## config.mk

```make
export PLATFORM = sky130hd
export DESIGN_NAME = lpct_ctrl
export DESIGN_NICKNAME = d
export VERILOG_FILES = /design/src/rtl/lpct_pkg.sv /design/src/rtl/lpct_ctrl.sv
export SDC_FILE = /design/constraint.sdc
export NUM_CORES = 1
export LEC_CHECK = 0
export ABC_CLOCK_PERIOD_IN_PS = 1200
export BUFFER_PORTS_ARGS = -buffer_cell sky130_fd_sc_hd__buf_2
export CAP_MARGIN = 40
export CORE_AREA = 4 4 41 43
export DETAILED_ROUTE_END_ITERATION = 8
export DIE_AREA = 0 0 45 47
export SLEW_MARGIN = 10
export SYNTH_ARGS = -nofsm -noshare
export SYNTH_HDL_FRONTEND = slang
export SYNTH_SLANG_ARGS = --single-unit
```

## constraint.sdc

```tcl
create_clock -name clock -period 1.2 [get_ports clock]
set_input_delay 0.12 -clock clock [delete_from_list [all_inputs] [get_ports clock]]
set_output_delay 0.12 -clock clock [all_outputs]
set_load 0.02 [all_outputs]
```

## src/rtl/lpct_pkg.sv

```systemverilog
// Shared types, codes and constants for the linear-probe count table.
package lpct_pkg;

   localparam int unsigned TABLE_SIZE = 1024;
   localparam int unsigned KEY_W      = 28;
   localparam int unsigned COUNT_W    = 16;
   localparam int unsigned KEY_OFFSET = 100000000;
   // Depth by which the most negative key falls below zero after the offset.
   localparam int unsigned NEG_SPAN   = (1 << (KEY_W - 1)) - KEY_OFFSET;
   // Width of the biased, always non-negative key.
   localparam int unsigned HASH_W     = 29;

   localparam logic [COUNT_W-1:0] COUNT_MAX = '1;

   localparam logic MODE_INSERT = 1'b0;
   localparam logic MODE_LOOKUP = 1'b1;

   localparam logic STATUS_OK   = 1'b0;
   localparam logic STATUS_FULL = 1'b1;

   typedef struct packed {
      logic [KEY_W-1:0]   key;
      logic [COUNT_W-1:0] count;
   } slot_type;

   // Controller to datapath.
   typedef struct packed {
      logic load_req;    // capture request
      logic hash_mul;    // hash step 1: bias and reciprocal multiply
      logic hash_scale;  // hash step 2: quotient times table size
      logic hash_fold;   // hash step 3: remainder into slot index
      logic clr_write;   // clear-pass write of one slot
      logic rd;          // read slot at index
      logic probe_next;  // move to next slot
      logic commit;      // update slot and load response
   } cmd_type;

   // Datapath to controller.
   typedef struct packed {
      logic clr_last;    // clear pass at last slot
      logic hit;         // slot read is empty or holds the key
      logic probe_last;  // current probe is the last allowed
   } sts_type;

endpackage

```

## src/rtl/lpct_ctrl.sv

```systemverilog
// Controller: clear pass, request sequencing, probe loop and response handshake.
module lpct_ctrl (
   input  logic              clock,
   input  logic              reset,
   input  lpct_pkg::sts_type sts,
   output lpct_pkg::cmd_type cmd,
   input  logic              req_valid,
   output logic              req_ready,
   output logic              rsp_valid,
   input  logic              rsp_ready
);

   localparam logic [2:0] ST_CLEAR  = 3'd0;
   localparam logic [2:0] ST_IDLE   = 3'd1;
   localparam logic [2:0] ST_HASH_A = 3'd2;
   localparam logic [2:0] ST_HASH_B = 3'd3;
   localparam logic [2:0] ST_HASH_C = 3'd4;
   localparam logic [2:0] ST_READ   = 3'd5;
   localparam logic [2:0] ST_CHECK  = 3'd6;

   logic [2:0] state_ff;
   logic [2:0] state_in;
   logic       rsp_valid_ff;
   logic       rsp_valid_in;
   logic       rsp_free;

   assign rsp_free = !rsp_valid_ff || rsp_ready;

   always_comb begin
      cmd       = '0;
      req_ready = 1'b0;
      state_in  = state_ff;
      unique case (state_ff)
         ST_CLEAR: begin
            cmd.clr_write = 1'b1;
            if (sts.clr_last) begin
               state_in = ST_IDLE;
            end
         end
         ST_IDLE: begin
            req_ready = 1'b1;
            if (req_valid) begin
               cmd.load_req = 1'b1;
               state_in     = ST_HASH_A;
            end
         end
         ST_HASH_A: begin
            cmd.hash_mul = 1'b1;
            state_in     = ST_HASH_B;
         end
         ST_HASH_B: begin
            cmd.hash_scale = 1'b1;
            state_in       = ST_HASH_C;
         end
         ST_HASH_C: begin
            cmd.hash_fold = 1'b1;
            state_in      = ST_READ;
         end
         ST_READ: begin
            cmd.rd   = 1'b1;
            state_in = ST_CHECK;
         end
         ST_CHECK: begin
            priority if (sts.hit || sts.probe_last) begin
               if (rsp_free) begin
                  cmd.commit = 1'b1;
                  state_in   = ST_IDLE;
               end
            end else begin
               cmd.probe_next = 1'b1;
               state_in       = ST_READ;
            end
         end
         default: begin
            state_in = ST_IDLE;
         end
      endcase
   end

   always_comb begin
      rsp_valid_in = rsp_valid_ff;
      if (cmd.commit) begin
         rsp_valid_in = 1'b1;
      end else if (rsp_ready) begin
         rsp_valid_in = 1'b0;
      end
   end

   always_ff @(posedge clock) begin
      if (reset) begin
         state_ff     <= ST_CLEAR;
         rsp_valid_ff <= 1'b0;
      end else begin
         state_ff     <= state_in;
         rsp_valid_ff <= rsp_valid_in;
      end
   end

   assign rsp_valid = rsp_valid_ff;

endmodule

```

# --- Word level (Yosys, flattened, before mapping) ---
# Index checks and enable logic that the tools add are counted.
totals:
  ff_bits: 4
op_classes:
  n_eq_ne: 9
  mux: 19
  n_reduce_logical: 6
op_table:
  columns: ["cell", "n"]
  rows:
  - ["one-hot mux 3 bit (7 select lines)", 1]
  - ["2-to-1 mux 1 bit", 13]
  - ["2-to-1 mux 3 bit", 4]
  - ["== test 3 bit (second input constant)", 3]
  - ["== test 3 x 2 -> 1 bit (second input constant)", 2]
  - ["!= test 2 bit (second input constant)", 2]
  - ["== test 3 x 1 -> 1 bit (second input constant)", 1]
  - ["zero test 3 bit", 1]
  - ["!= test 3 bit (second input constant)", 1]
  - ["AND reduction 3 bit", 1]
  - ["logical OR 1 bit", 2]
  - ["2-to-1 mux 2 bit", 1]
  - ["nonzero test 2 bit", 1]
  - ["zero test 1 bit", 1]

# --- Depth between registers and ports, before layout ---
# Gate-level depths: netlist (run 1).
logic_depth:
  depth_word: 6
  mapped_depth: 5

# --- Worst setup path before layout (run 1) ---
# OpenSTA, ideal clock, no wires.
synth_timing:
  path_type: "register -> output"
  startpoint: "register state_ff[2]"
  endpoint: "output cmd[7] (netlist bit)"
  arrival_ns: 1.352
  required_ns: 1.080
  setup_slack_ns: -0.272
  path_stages_with_launch: 4
  n_path_buf: 1
  cell_sequence: "dfxtp_1 buf_2 nor3_1 and2_1"
synth_lines:
  columns: ["item", "line", "text"]
  rows:
  - ["start, declared", "lpct_ctrl.sv:21", "logic [2:0] state_ff;"]
  - ["start signal, assigned", "lpct_ctrl.sv:94", "state_ff <= state_in;"]
  - ["end, declared", "lpct_ctrl.sv:6", "output lpct_pkg::cmd_type cmd,"]

==> results of run 1 <==
[timing repair]
action                     4_1_cts  5_1_grt
buffers inserted                 3        2
hold endpoints to repair         0        0
resized for setup               10        7
setup endpoints to repair        8       10
pin swaps                        1        4
gates cloned                     0        0
[synth_stat cells]
| cell type | number |
|---|---|
| a21oi_1 | 2 |
| a31oi_1 | 1 |
| and2_1 | 1 |
| and2b_1 | 2 |
| and3_1 | 1 |
| buf_2 | 1 |
| buf_4 | 1 |
| dfxtp_1 | 4 |
| inv_1 | 2 |
| nand2_1 | 3 |
| nand2b_1 | 2 |
| nand3_1 | 1 |
| nand3b_1 | 1 |
| nor2_1 | 9 |
| nor2b_1 | 2 |
| nor3_1 | 2 |
| o21ai_0 | 3 |
| o221ai_1 | 1 |
[worst max-delay path by stage]
stage,cells past startpoint,to,slack [ns],startpoint
floorplan,3,cmd[7],0.05,state_ff[2]
global placement,3,cmd[0],0.04,state_ff[2]
detailed placement,4,cmd[0],0.007,state_ff[0]
CTS,4,cmd[0],-0.14,state_ff[0]
global route,4,cmd[0],-0.20,state_ff[0]
finish,4,cmd[0],-0.15,state_ff[0]
[worst reg2reg max path, delay by kind of cell, from the launching register on]
family,cells,cell delay (ns)
AOI/OAI and AO/OA,1,0.16
buffers and inverters,1,0.15
DFF,1,0.33
and+or+nand+nor,3,0.41
[state kept, by name, summed over array words and instances, names as in the netlist]
register,cells
state_ff,3
rsp_valid,1
[per-layer routing]
metal,wire (um),part of all wire
met3,61,0.079
met4,0,0
met2,335,0.43
met1,380,0.49
met5,0,0
[where the power goes]
part	total, W	switching (W)	leakage [nW]	internal [W]
clock	0.000164	0.0000520	0.0138	0.000112
sequential	0.000162	0.0000148	0.0334	0.000147
combinational	0.000205	0.000103	0.188	0.000101
total	0.000530	0.000170	0.235	0.000360
[area by class of cell]
cell class | instances | area, um2
fill | 147 | 831
multi-input combinational | 31 | 185
timing repair buffer | 21 | 154
sequential | 4 | 82.6
clock buffer | 3 | 22.5
tap | 15 | 18.8
inverter | 2 | 7.51
[metrics by stage]
step           worst slack, ns  area [um2]  setup TNS, ns  utilization  hold slack, ns
4_1_cts                 -0.136         443         -0.590        0.340           0.100
5_1_grt                 -0.197         470         -0.982        0.362           0.130
3_5_place_dp           0.00697         373              0        0.287           0.353
6_report                -0.148         470         -0.433        0.362           0.109
3_3_place_gp            0.0443         373              0        0.287           0.357
2_1_floorplan           0.0545         272              0            -           0.189
[cell families after synthesis]
logic type | Yosys count | synth area share
and+or+nand+nor | 24 | 0.462
AOI/OAI and AO/OA | 7 | 0.154
DFF | 4 | 0.308
buffers and inverters | 4 | 0.0769
==> impl_metrics.json, run 1 <==
{
  "drv_cap": 0,
  "drv_slew": 0,
  "first_pass_iters": 4,
  "status": "finished with violations",
  "grt_pass1_vias": 313,
  "grt_remaining_overflow": 0,
  "ant_nets": 0,
  "coreArea_um2": 1300,
  "yosysTopAreaCell": "dfxtp_1",
  "tightest_slew_ns": 0.224,
  "port_buffers": 16,
  "crit_chain": "and2b_1 > nand3b_1 > and2b_1 > buf_6",
  "ys_types": 18,
  "p_leak_nw": 0.235,
  "cts_root_buf": "clkbuf_4",
  "p_per_area_nw_per_um2": 1130,
  "fin_crit_ns": 1.35,
  "dieArea_um2": 2120,
  "wl_per_cell_um": 10.2,
  "hp-start": "reset",
  "htreeDepth": 1,
  "insertion_delay_ns": 0.23,
  "synth-seq-cells": 4,
  "clk_path_buf_depth": 2,
  "worstReg2RegEnd": "state_ff[0]",
  "place_congestion": 0.752,
  "grt_use_total": 0.0813,
  "critPathMaxStageDelay_ns": 0.33,
  "drive_gt1_frac": 0.492,
  "grtUsageMet2": 0.127,
  "cts_tree": "done",
  "cts.reportedPaths.clkPinSlew_ns": 0.03,
  "clkSinkCount": 4,
  "nNetsFinal": 70,
  "cp_top_family": "simple AND/OR/NAND/NOR gates",
  "hold_viol_final": 0,
  "use_met3": 0.0498,
  "finalSetupViolations": 7,
  "num_antenna_cells": 0,
  "crit_path_frequent_cell": "and2b_1",
  "arrival_ns": 1.23,
  "drc": 0,
  "crit_buf_inv": 1,
  "io_pins": 17,
  "path_max_fanout": 5,
  "top_usage_layer": "met2",
  "maxSlewHeadroom": 0.850,
  "dp_cells": 70,
  "cts_inserted_buffers": 3,
  "yosysWarnings": 0,
  "critPathCaptureType": "output port",
  "vias": 339,
  "path_class": "reg -> out",
  "ys_top_cells_by_area": "dfxtp_1 31%, nor2_1 13%, o21ai_0 5.8%, and2b_1 5.8%, nand2b_1 4.8%",
  "start_util": 0.200,
  "antenna_found_initial": 0,
  "synth_area_per_cell_um2": 6.67,
  "ir_drop_v": 0.000347,
  "skew_ns": 0.00327,
  "die_h_um": 47,
  "p_total_w": 0.000530,
  "reg2reg_from": "state_ff[0]",
  "drtIter0Drc": 5,
  "grt_first_pass_wirelength_um": 1260,
  "yosysSeqAreaShare": 0.308,
  "final_cells": 76,
  "synth_fp_nets": 46,
  "post-route-period-util": 1.12,
  "required_ns": 1.08,
  "critical_path.startpoint_type": "flop",
  "cp_slowest_cell": "dfxtp_2",
  "fin_ws_ns": -0.148,
  "use_met1": 0.0952,
  "dp_hpwl_um": 583,
  "synth_area_um2": 260,
  "synth_top_area_share": 0.308,
  "max_freq_mhz": 742,
  "hp-class": "in -> reg",
  "worst-r2r-cell-count": 5,
  "syn_inst": 39,
  "rsz0062_at_grt": "yes",
  "wl_um": 777,
  "die_w_um": 45,
  "routed_via_density": 4.46,
  "hold_buffers": 0,
  "area_growth_syn_to_layout_pct": 80.8,
  "rrSetupSlack_ns": 0.04,
  "violations": "setup timing",
  "rows": 13,
  "final_cell_mix": "9 x nor2_1, 9 x buf_2, 7 x buf_4, 5 x buf_6",
  "worstHoldEndpoint": "state_ff[2]",
  "grt_max_degree": 12,
  "hold_depth": 2
}
Power figures use the tool's default switching activity.
==> run 2, diff against run 1 <==
Settings changed: BUFFER_PORTS_ARGS -buffer_cell sky130_fd_sc_hd__buf_2 to -buffer_cell sky130_fd_sc_hd__clkbuf_2, CORE_AREA 4 4 41 43 to 2 2 39 41, DIE_AREA 0 0 45 47 to 0 0 41 43, HOLD_SLACK_MARGIN set to 0.03.
==> run 2 against run 1 <==
The run still ends with setup timing left. Via count rose by 0.59%. Final area rose by 6.4%. Count of clock-buffer cells in the layout did not move. Sequential power barely moved. Clock skew rose by 0.0062 ns. Highest routed layer is now met4. Non-clock buffer count rose by 1. Die area fell by 17%. Flip-flop and latch count did not move. Total power rose by 5.1%. Global-route usage rose by 3.6 points. Routed wire length rose by 6.7%. Critical endpoint unchanged.
==> impl_metrics.json, run 2 (same netlist as run 1, synthesis figures left out) <==
{
  "largest_reg_flops": 3,
  "num_antenna_cells": 0,
  "worst-r2r-cell-count": 5,
  "insertion_delay_ns": 0.24,
  "clkSinkCount": 4,
  "rrSetupSlack_ns": 0.01,
  "wl_per_cell_um": 10.6,
  "cts_inserted_buffers": 3,
  "critPathCaptureType": "output port",
  "critPathMaxStageDelay_ns": 0.33,
  "grt_max_degree": 9,
  "ir_drop_v": 0.000404,
  "drive_gt1_frac": 0.500,
  "required_ns": 1.08,
  "crit_path_frequent_cell": "and2b_1",
  "dp_cells": 72,
  "p_leak_nw": 0.244,
  "start_util": 0.188,
  "cp_top_family": "simple AND/OR/NAND/NOR gates",
  "drv_cap": 0,
  "dieArea_um2": 1760,
  "hp-class": "in -> reg",
  "vias": 341,
  "grt_remaining_overflow": 0,
  "path_class": "reg -> out",
  "skew_ns": 0.00945,
  "wl_um": 829,
  "first_pass_iters": 4,
  "cts.reportedPaths.clkPinSlew_ns": 0.04,
  "drc": 0,
  "worstReg2RegEnd": "state_ff[0]",
  "antenna_found_initial": 0,
  "htreeDepth": 1,
  "area_growth_syn_to_layout_pct": 92.3,
  "drtIter0Drc": 9,
  "worstHoldEndpoint": "state_ff[1]",
  "hold_depth": 2,
  "violations": "setup timing",
  "cts_root_buf": "clkbuf_4",
  "place_congestion": 0.761,
  "fin_ws_ns": -0.137,
  "n_fill_cell": 159,
  "top_register": "state_ff",
  "nNetsFinal": 71,
  "final_cell_mix": "9 x nor2_1, 9 x clkbuf_2, 5 x buf_4, 5 x buf_6",
  "crit_chain": "and2b_1 > nand3b_1 > and2b_1 > clkbuf_8",
  "port_buffers": 16,
  "hp-start": "reset",
  "hold_viol_final": 0,
  "drv_slew": 0,
  "post-route-period-util": 1.11,
  "rows": 14,
  "routed_via_density": 4.37,
  "multi_input_area_um2": 184,
  "grt_use_total": 0.117,
  "p_total_w": 0.000557,
  "fin_tns_setup_ns": -0.518,
  "tightest_slew_ns": 0.243,
  "grt_first_pass_wirelength_um": 1300,
  "io_pins": 17,
  "reg2reg_from": "state_ff[0]",
  "fin_crit_ns": 1.34,
  "hold_buffers": 0,
  "critical_path.startpoint_type": "flop",
  "rsz0062_at_grt": "yes",
  "grt_pass1_vias": 323,
  "die_h_um": 43,
  "ff_latch_area_um2": 83.8,
  "max_freq_mhz": 748,
  "cp_slowest_cell": "dfxtp_2",
  "crit_buf_inv": 1,
  "coreArea_um2": 1380,
  "arrival_ns": 1.22,
  "clk_path_buf_depth": 2,
  "finalSetupViolations": 7,
  "dp_hpwl_um": 580,
  "p_per_area_nw_per_um2": 1110,
  "final_cells": 78,
  "status": "finished with violations",
  "path_max_fanout": 5,
  "cts_tree": "done",
  "die_w_um": 41,
  "ant_nets": 0,
  "maxSlewHeadroom": 0.837
}
run 2: cell types whose count changed in the layout (fill, tap and decap cells not counted), sizes merged:
| cell | change |
|---|---|
| clkbuf | +10 |
| buf | -9 |
run 2: layout make-up:
class / count / area share
multi-input combinational: 31 / 0.367
sequential: 4 / 0.167
tap: 16 / 0.0400
clock buffer: 3 / 0.0450
timing repair buffer: 22 / 0.365
inverter: 2 / 0.0150
run 2: stage by stage:
step	utilization	hold WS (ns)	setup slack (ns)	instance area, um2
3_3_place_gp	0.276	0.367	0.0598	382
2_1_floorplan	-	0.189	0.0545	272
6_report	0.362	0.112	-0.137	500
5_1_grt	0.362	0.124	-0.188	500
4_1_cts	0.337	0.109	-0.142	467
3_5_place_dp	0.276	0.368	0.0313	382
run 2: worst register-to-register path, cell delays in order, from the launching register on:
cell and delay [ns]:
dfxtp_2 0.33, and2b_1 0.22, nand3b_1 0.09, buf_4 0.14, o221ai_1 0.20, nand2_1 0.08
run 2: worst max-delay path by stage:
stage           startpoint  endpoint  slack [ns]  cells past startpoint
2_1_floorplan  state_ff[2]    cmd[7]        0.05                      3
3_3_place_gp   state_ff[0]    cmd[0]        0.06                      4
3_5_place_dp   state_ff[0]    cmd[0]        0.03                      4
4_1_cts        state_ff[0]    cmd[0]       -0.14                      4
5_1_grt        state_ff[0]    cmd[0]       -0.19                      4
6_report       state_ff[0]    cmd[0]       -0.14                      4
run 2: where the power goes:
| part | internal, W | switching (W) | leakage, nW | total [W] |
|---|---|---|---|---|
| registers | 0.000148 | 0.0000147 | 0.0338 | 0.000162 |
| clock network | 0.000113 | 0.0000646 | 0.0138 | 0.000177 |
| logic | 0.000111 | 0.000107 | 0.197 | 0.000218 |
run 2: what timing repair did:
item,CTS,global route
pin swaps,2,4
setup buffers,2,1
setup endpoints to repair,8,9
gates resized for setup,14,13
run 2: routing by layer:
layer  routed length (um)  GRT usage  up-vias  part of all wire
li1                     -          -      175                 -
met1                  366      0.140      149              0.44
met2                  385      0.144       15              0.46
met3                   66     0.0785        2             0.080
met4                   11     0.0800        0             0.013
met5                    0          0        -                 0
